## config.mk

```make
export PLATFORM = sky130hd
export DESIGN_NAME = led_brightness_fade_ramp
export DESIGN_NICKNAME = d
export VERILOG_FILES = /design/src/rtl/lbf_pkg.sv /design/src/rtl/led_brightness_fade_ramp.sv /design/src/rtl/lbf_ctrl.sv /design/src/rtl/lbf_datapath.sv
export SDC_FILE = /design/constraint.sdc
export NUM_CORES = 1
export LEC_CHECK = 0
export BUFFER_PORTS_ARGS = -buffer_cell sky130_fd_sc_hd__buf_2
export CAP_MARGIN = 0
export CORE_MARGIN = 2
export CORE_UTILIZATION = 50
export CTS_CLUSTER_SIZE = 30
export DETAILED_ROUTE_END_ITERATION = 12
export MAX_ROUTING_LAYER = met4
export PLACE_DENSITY = 0.76
export SETUP_SLACK_MARGIN = 0.05
export SLEW_MARGIN = 25
export SYNTH_ARGS = -nofsm -noshare
export SYNTH_HDL_FRONTEND = slang
export SYNTH_HIERARCHICAL = 1
export SYNTH_SLANG_ARGS = --single-unit
```

## constraint.sdc

```tcl
create_clock -name aclk -period 4.6 [get_ports aclk]
set_input_delay 0.92 -clock aclk [delete_from_list [all_inputs] [get_ports aclk]]
set_output_delay 0.92 -clock aclk [all_outputs]
set_load 0.02 [all_outputs]
```

## src/rtl/lbf_pkg.sv

```systemverilog
// Shared types and constants for the LED brightness fade ramp.
package lbf_pkg;

    localparam int TIMER_BITS = 26;
    localparam int MS_BITS    = 16;
    localparam int CFG_BITS   = 8;
    localparam int FUNC_BITS  = 3;
    localparam int OUT_BITS   = 16;

    localparam logic [TIMER_BITS-1:0] TIMER_MAX = {TIMER_BITS{1'b1}};
    localparam logic [9:0]            US_PER_MS = 10'd1000;
    localparam logic [CFG_BITS-1:0]   MAX_RESET = 8'd255;

    // One quotient bit per divider step.
    localparam int DIV_STEPS = TIMER_BITS;
    localparam int CNT_BITS  = $clog2(DIV_STEPS);
    localparam logic [CNT_BITS-1:0] DIV_LAST = CNT_BITS'(DIV_STEPS - 1);

    localparam logic [FUNC_BITS-1:0] FUNC_TICK     = 3'd0;
    localparam logic [FUNC_BITS-1:0] FUNC_HARD_OFF = 3'd1;
    localparam logic [FUNC_BITS-1:0] FUNC_HARD_ON  = 3'd2;
    localparam logic [FUNC_BITS-1:0] FUNC_SOFT_ON  = 3'd3;
    localparam logic [FUNC_BITS-1:0] FUNC_SOFT_OFF = 3'd4;

    typedef struct packed {
        logic capture;
        logic do_tick;
        logic do_off;
        logic do_on;
        logic fade_start;
        logic div_step;
        logic load_out;
    } lbf_cmd_t;

    typedef struct packed {
        logic [FUNC_BITS-1:0] func;
        logic                 top_zero;
        logic                 div_last;
    } lbf_status_t;

endpackage

```

## src/rtl/led_brightness_fade_ramp.sv

```systemverilog
// LED brightness fade ramp: top level joining sequencer and datapath.
// Tick, hard on/off and unused codes: a command is captured in idle, executed, then loaded into the
// output register in the response state. Soft on/off with a nonzero max first runs the 26-step
// serial divider computing 1000 * ms / max; a zero max skips it. One command is handled at a time.
// The next command is accepted while a finished result still waits on the output.
// Reset (aresetn low, synchronous) clears level, interval, elapsed count, direction and output valid.
module led_brightness_fade_ramp import lbf_pkg::*; #(
    parameter int LEVEL_BITS = 8
) (
    input  logic                 aclk,
    input  logic                 aresetn,
    input  logic                 cfg_we,
    input  logic [CFG_BITS-1:0]  cfg_wdata,   // max_brightness
    input  logic                 s_tvalid,
    output logic                 s_tready,
    input  logic [MS_BITS-1:0]   s_tdata,     // [15:0] fade_ms
    input  logic [FUNC_BITS-1:0] s_tuser,     // [2:0] func
    output logic                 m_tvalid,
    input  logic                 m_tready,
    output logic [OUT_BITS-1:0]  m_tdata      // [7:0] brightness, [8] fading, [15:9] zero
);

    lbf_cmd_t    cmd;
    lbf_status_t status;

    lbf_ctrl u_ctrl (
        .aclk     (aclk),
        .aresetn  (aresetn),
        .s_tvalid (s_tvalid),
        .s_tready (s_tready),
        .m_tvalid (m_tvalid),
        .m_tready (m_tready),
        .status   (status),
        .cmd      (cmd)
    );

    lbf_datapath #(
        .LEVEL_BITS (LEVEL_BITS)
    ) u_datapath (
        .aclk      (aclk),
        .aresetn   (aresetn),
        .cfg_we    (cfg_we),
        .cfg_wdata (cfg_wdata),
        .s_func    (s_tuser),
        .s_fade_ms (s_tdata),
        .cmd       (cmd),
        .status    (status),
        .m_tdata   (m_tdata)
    );

endmodule

```

## src/rtl/lbf_ctrl.sv

```systemverilog
// Command sequencer and stream handshake for the fade ramp.
module lbf_ctrl import lbf_pkg::*; (
    input  logic        aclk,
    input  logic        aresetn,
    input  logic        s_tvalid,
    output logic        s_tready,
    output logic        m_tvalid,
    input  logic        m_tready,
    input  lbf_status_t status,
    output lbf_cmd_t    cmd
);

    localparam logic [1:0] ST_IDLE = 2'd0;
    localparam logic [1:0] ST_EXEC = 2'd1;
    localparam logic [1:0] ST_DIV  = 2'd2;
    localparam logic [1:0] ST_RESP = 2'd3;

    logic [1:0] state_reg, state_next;
    logic       m_tvalid_reg, m_tvalid_next;

    assign s_tready = (state_reg == ST_IDLE);
    assign m_tvalid = m_tvalid_reg;

    always_comb begin
        state_next = state_reg;
        cmd        = '0;
        case (state_reg)
            ST_IDLE: begin
                if (s_tvalid) begin
                    cmd.capture = 1'b1;
                    state_next  = ST_EXEC;
                end
            end
            ST_EXEC: begin
                state_next = ST_RESP;
                case (status.func)
                    FUNC_TICK:     cmd.do_tick = 1'b1;
                    FUNC_HARD_OFF: cmd.do_off  = 1'b1;
                    FUNC_HARD_ON:  cmd.do_on   = 1'b1;
                    FUNC_SOFT_ON, FUNC_SOFT_OFF: begin
                        cmd.fade_start = 1'b1;
                        if (!status.top_zero) begin
                            state_next = ST_DIV;
                        end
                    end
                    default: ;
                endcase
            end
            ST_DIV: begin
                cmd.div_step = 1'b1;
                if (status.div_last) begin
                    state_next = ST_RESP;
                end
            end
            ST_RESP: begin
                // Load the result once the output register is free or draining.
                if (!m_tvalid_reg || m_tready) begin
                    cmd.load_out = 1'b1;
                    state_next   = ST_IDLE;
                end
            end
            default: state_next = ST_IDLE;
        endcase
    end

    always_comb begin
        if (cmd.load_out) begin
            m_tvalid_next = 1'b1;
        end else if (m_tready) begin
            m_tvalid_next = 1'b0;
        end else begin
            m_tvalid_next = m_tvalid_reg;
        end
    end

    always_ff @(posedge aclk) begin
        if (!aresetn) begin
            state_reg    <= ST_IDLE;
            m_tvalid_reg <= 1'b0;
        end else begin
            state_reg    <= state_next;
            m_tvalid_reg <= m_tvalid_next;
        end
    end

endmodule

```

## src/rtl/lbf_datapath.sv

```systemverilog
// Fade state registers, serial interval divider and result register.
module lbf_datapath import lbf_pkg::*; #(
    parameter int LEVEL_BITS = 8
) (
    input  logic                 aclk,
    input  logic                 aresetn,
    input  logic                 cfg_we,
    input  logic [CFG_BITS-1:0]  cfg_wdata,
    input  logic [FUNC_BITS-1:0] s_func,
    input  logic [MS_BITS-1:0]   s_fade_ms,
    input  lbf_cmd_t             cmd,
    output lbf_status_t          status,
    output logic [OUT_BITS-1:0]  m_tdata
);

    logic [CFG_BITS-1:0]   max_reg, max_next;
    logic [FUNC_BITS-1:0]  func_reg, func_next;
    logic [MS_BITS-1:0]    ms_reg, ms_next;
    logic [LEVEL_BITS-1:0] level_reg, level_next;
    logic [TIMER_BITS-1:0] interval_reg, interval_next;
    logic [TIMER_BITS-1:0] elapsed_reg, elapsed_next;
    logic                  rising_reg, rising_next;
    logic [TIMER_BITS-1:0] quo_reg, quo_next;
    logic [CFG_BITS-1:0]   rem_reg, rem_next;
    logic [CNT_BITS-1:0]   cnt_reg, cnt_next;
    logic [OUT_BITS-1:0]   out_reg, out_next;

    logic [LEVEL_BITS-1:0] top;
    logic [CFG_BITS-1:0]   divisor;
    logic [TIMER_BITS-1:0] elapsed_inc;
    logic                  fade_end;
    logic [CFG_BITS:0]     trial;
    logic                  trial_ge;
    logic [TIMER_BITS-1:0] quo_shift;

    // Full-on level is the register masked to the level width.
    assign top     = LEVEL_BITS'(max_reg);
    assign divisor = CFG_BITS'(top);

    assign elapsed_inc = (elapsed_reg < TIMER_MAX) ? elapsed_reg + 1'b1 : elapsed_reg;
    assign fade_end    = (!rising_reg && (level_reg == '0)) ||
                         (rising_reg && (level_reg >= top));

    // Restoring divider: shift one dividend bit into the remainder per step.
    assign trial     = {rem_reg, quo_reg[TIMER_BITS-1]};
    assign trial_ge  = (trial >= {1'b0, divisor});
    assign quo_shift = {quo_reg[TIMER_BITS-2:0], trial_ge};

    assign status.func     = func_reg;
    assign status.top_zero = (top == '0);
    assign status.div_last = (cnt_reg == DIV_LAST);

    assign m_tdata = out_reg;

    always_comb begin
        max_next      = cfg_we ? cfg_wdata : max_reg;
        func_next     = func_reg;
        ms_next       = ms_reg;
        level_next    = level_reg;
        interval_next = interval_reg;
        elapsed_next  = elapsed_reg;
        rising_next   = rising_reg;
        quo_next      = quo_reg;
        rem_next      = rem_reg;
        cnt_next      = cnt_reg;
        out_next      = out_reg;

        if (cmd.capture) begin
            func_next = s_func;
            ms_next   = s_fade_ms;
        end

        if (cmd.do_tick) begin
            elapsed_next = elapsed_inc;
            if ((interval_reg != '0) && (elapsed_inc >= interval_reg)) begin
                if (fade_end) begin
                    interval_next = '0;
                end else begin
                    level_next   = rising_reg ? level_reg + LEVEL_BITS'(1)
                                              : level_reg - LEVEL_BITS'(1);
                    elapsed_next = '0;
                end
            end
        end

        if (cmd.do_off) begin
            level_next    = '0;
            interval_next = '0;
        end

        if (cmd.do_on) begin
            level_next    = top;
            interval_next = '0;
        end

        if (cmd.fade_start) begin
            elapsed_next = '0;
            rising_next  = (func_reg == FUNC_SOFT_ON);
            quo_next     = TIMER_BITS'(ms_reg) * TIMER_BITS'(US_PER_MS);
            rem_next     = '0;
            cnt_next     = '0;
            if (top == '0) begin
                interval_next = '0;
            end
        end

        if (cmd.div_step) begin
            rem_next = trial_ge ? CFG_BITS'(trial - {1'b0, divisor}) : trial[CFG_BITS-1:0];
            quo_next = quo_shift;
            cnt_next = cnt_reg + 1'b1;
            if (cnt_reg == DIV_LAST) begin
                interval_next = quo_shift;
            end
        end

        if (cmd.load_out) begin
            out_next = OUT_BITS'({interval_reg != '0, CFG_BITS'(level_reg)});
        end
    end

    always_ff @(posedge aclk) begin
        if (!aresetn) begin
            max_reg      <= MAX_RESET;
            level_reg    <= '0;
            interval_reg <= '0;
            elapsed_reg  <= '0;
            rising_reg   <= 1'b0;
        end else begin
            max_reg      <= max_next;
            level_reg    <= level_next;
            interval_reg <= interval_next;
            elapsed_reg  <= elapsed_next;
            rising_reg   <= rising_next;
        end
    end

    always_ff @(posedge aclk) begin
        func_reg <= func_next;
        ms_reg   <= ms_next;
        quo_reg  <= quo_next;
        rem_reg  <= rem_next;
        cnt_reg  <= cnt_next;
        out_reg  <= out_next;
    end

endmodule

```

==> summary.txt <==
Global route
  • Vias in the first global route: roughly 8000
  • GRT Total Usage: a little over a fifth
  • Initial antenna violation count: 0
  • First-pass GRT wire length: about 38 mm
  • Gr ovfl total: 0
  • Largest net degree at the start of global routing: between 50 and 60

Routing
  • Antenna viol nets, final: 0
  • Vias per cell: around 5.5
  • Routed vias: between 7000 and 8000
  • Wire per inst: around 16 um
  • Drt total wl: about 22 mm
  • DRC viols: 0
  • Iter 0 DRT Violations: 540
  • DRT Pass-1 Iters: 5

Placed design
  • Placed Cells: roughly 1400
  • Port bufs: 42
  • RePlAce Congestion: slightly above 0.9
  • Post-DP HPWL: 16.1 mm

CTS
  • Reg clk slew, reported paths: about 60 ps
  • Total CTS buffers: 17
  • CTS H-tree depth: 4
  • Hold bufs inserted after CTS: 0
  • Worst skew pair latency: 430 ps
  • Max Root-Sink Buffers: 2
  • Clock root buffer: clkbuf_16
  • Clock tree sinks: roughly 140
  • CTS tree: yes

Floorplan
  • Die height: between 100 and 150 um
  • Initial Util: approximately half
  • Rows: between 50 and 60
  • Full die area: between 20000 and 25000 um^2
  • Die Wd: roughly 150 um
  • # IOs: 50
  • Placeable Area: ~21000 um^2

Synthesis
  • Synth top cells by count: inv_1, ha_1, nand2_1
  • Post-synthesis average cell area: slightly below 10 um^2
  • Mapped Cells: between 1000 and 1500
  • Main combinational cell family by area after synthesis: adder cells
  • Register area share after synthesis: 32.8%
  • Post-Synth XOR/XNOR Area: 4.57%
  • Synth unique cells: 80
  • Mux share of post-synthesis cell area: 1.82%
  • Post-synth EDFFs: 67
  • Post-synth top flop: dfxtp_1
  • Post-synthesis adder-cell area fraction: 23.6%
  • Fraction of the mapped netlist area in simple logic gates: between 10% and 20%
  • Compound-gate portion of the synthesized area: about 16%
  • Post-synthesis cell area: ~11000 um^2
  • Syn. warnings: 6
  • Synth Register Bits: roughly 140
  • Yosys top cell by area: edfxtp_1
  • Yosys top cell area share: 19.1%
  • Area contributors post-synth: edfxtp_1, dfxtp_1, ha_1
  • Count leader, synth: inv_1
  • Post-synth ARST share: 0%

Setup path
  • Critical path endpoint category: register
  • WP data required: between 4000 and 5000 ps
  • Worst-path maximum fanout: 3
  • CP startpoint kind: register
  • WS Path Type: register to register
  • Crit path DAT: about 4700 ps

Final layout
  • Layout cells sized above 1: between 10% and 20%
  • Inserted Diodes: 0
  • Layout area overhead: 13.7%
  • Fillers: 1752
  • Nets: 1343
  • Final std cells w/o fill: approximately 1400
  • Post-layout util: 57.4%

Run
  • Max_cap viols: 0

STA
  • Slew margin rel.: a little over a third
  • Final Hold Vio Count: 0
  • Fin. max-slew vios: 0
  • RSZ-0062 raised after global routing: true
  • # setup viols final: 0
  • Setup TNS: 0 ps
  • Worst slew pin tran: approximately 950 ps
  • Max Freq: ~0.22 GHz
  • Skew final: 11.4 ps
  • Final min period: ~4500 ps
  • Final Cycle Share: 98.4%

Min path
  • Worst Hold Class: register to register

Outcome
  • Status: finished, final reports clean
-- per-layer routing --
| metal | up-vias | wire [um] | global-route usage [%] | share of wire, % |
|---|---|---|---|---|
| li1 | 3949 | - | - | - |
| met1 | 3801 | 10400 | 28.0 | 46 |
| met2 | 181 | 10800 | 34.8 | 48 |
| met3 | 26 | 930 | 4.22 | 4.2 |
| met4 | 0 | 274 | 6.00 | 1.2 |
| met5 | - | 0 | - | 0 |
-- critical path: stages, from the launching register on --
cell and delay [ps]:
edfxtp_1 420, buf_6 150, fa_1 520, fa_1 500
inv_1 60, fa_2 530, inv_1 60, fa_2 550
ha_4 210, o21a_1 140, a211oi_4 350, or2_4 200
o21ai_1 80, a211o_1 290, a21oi_2 130, a21oi_1 60
-- cells in the final DEF (no fill, tap or decap), types with 24 or more instances in the layout --
| cell type | count |
|---|---|
| inv_1 | 130 |
| ha_1 | 101 |
| nand2_1 | 97 |
| dfxtp_1 | 72 |
| edfxtp_1 | 67 |
| a21oi_1 | 65 |
| fa_1 | 54 |
| nor2_1 | 43 |
| buf_2 | 42 |
| o211ai_1 | 40 |
| buf_4 | 37 |
| o21ai_0 | 33 |
| xnor2_1 | 29 |
| xor2_1 | 24 |
-- worst paths after layout --
| kind | startpoint | endpoint | slack, ps | depth (start not counted) |
|---|---|---|---|---|
| max reg2reg | u_datapath/ms_reg[2]$_DFFE_PP_ | u_datapath/quo_reg[17]$_DFFE_PP_ | 70 | 15 |
| max | u_datapath/ms_reg[2]$_DFFE_PP_ | u_datapath/quo_reg[17]$_DFFE_PP_ | 70 | 15 |
| min | u_datapath/elapsed_reg[19]$_SDFFE_PP0P_ | u_datapath/elapsed_reg[19]$_SDFFE_PP0P_ | 490 | 2 |
| min reg2reg | u_datapath/elapsed_reg[19]$_SDFFE_PP0P_ | u_datapath/elapsed_reg[19]$_SDFFE_PP0P_ | 490 | 2 |
-- area by class of cell --
class / count / area, um^2 / area share, %
Multi-Input combinational cell: 768 / 6570 / 54.9
Sequential cell: 139 / 3450 / 28.9
Inverter: 139 / 522 / 4.36
Timing Repair Buffer: 81 / 510 / 4.27
Clock buffer: 19 / 433 / 3.62
Tap cell: 275 / 344 / 2.88
Clock inverter: 13 / 126 / 1.06
-- logic make-up after synthesis --
logic type / Yosys count
xor+xnor: 54
mux: 18
flops: 139
fa+ha+maj: 165
compound gates: 247
buf+inv: 186
other cells: 1
simple gates: 277
-- what timing repair did --
item,in CTS,in global routing
setup endpoints to repair,8,22
gates resized for setup,11,42
buffers inserted,0,8
pin swaps,2,31
-- per-stage QoR --
step	hold slack, ps	instance area (um^2)	setup WS [ps]
after floorplan	445	10500	152
after global placement	461	11100	19.2
after detailed placement	472	11100	-77.8
after CTS	481	11700	4.30
after global routing	532	12000	-68.6
final	485	12000	74.7
Power is left out: the tool's default activity adds up to more than one toggle a clock period on the data nets, which glitch-free logic cannot reach.
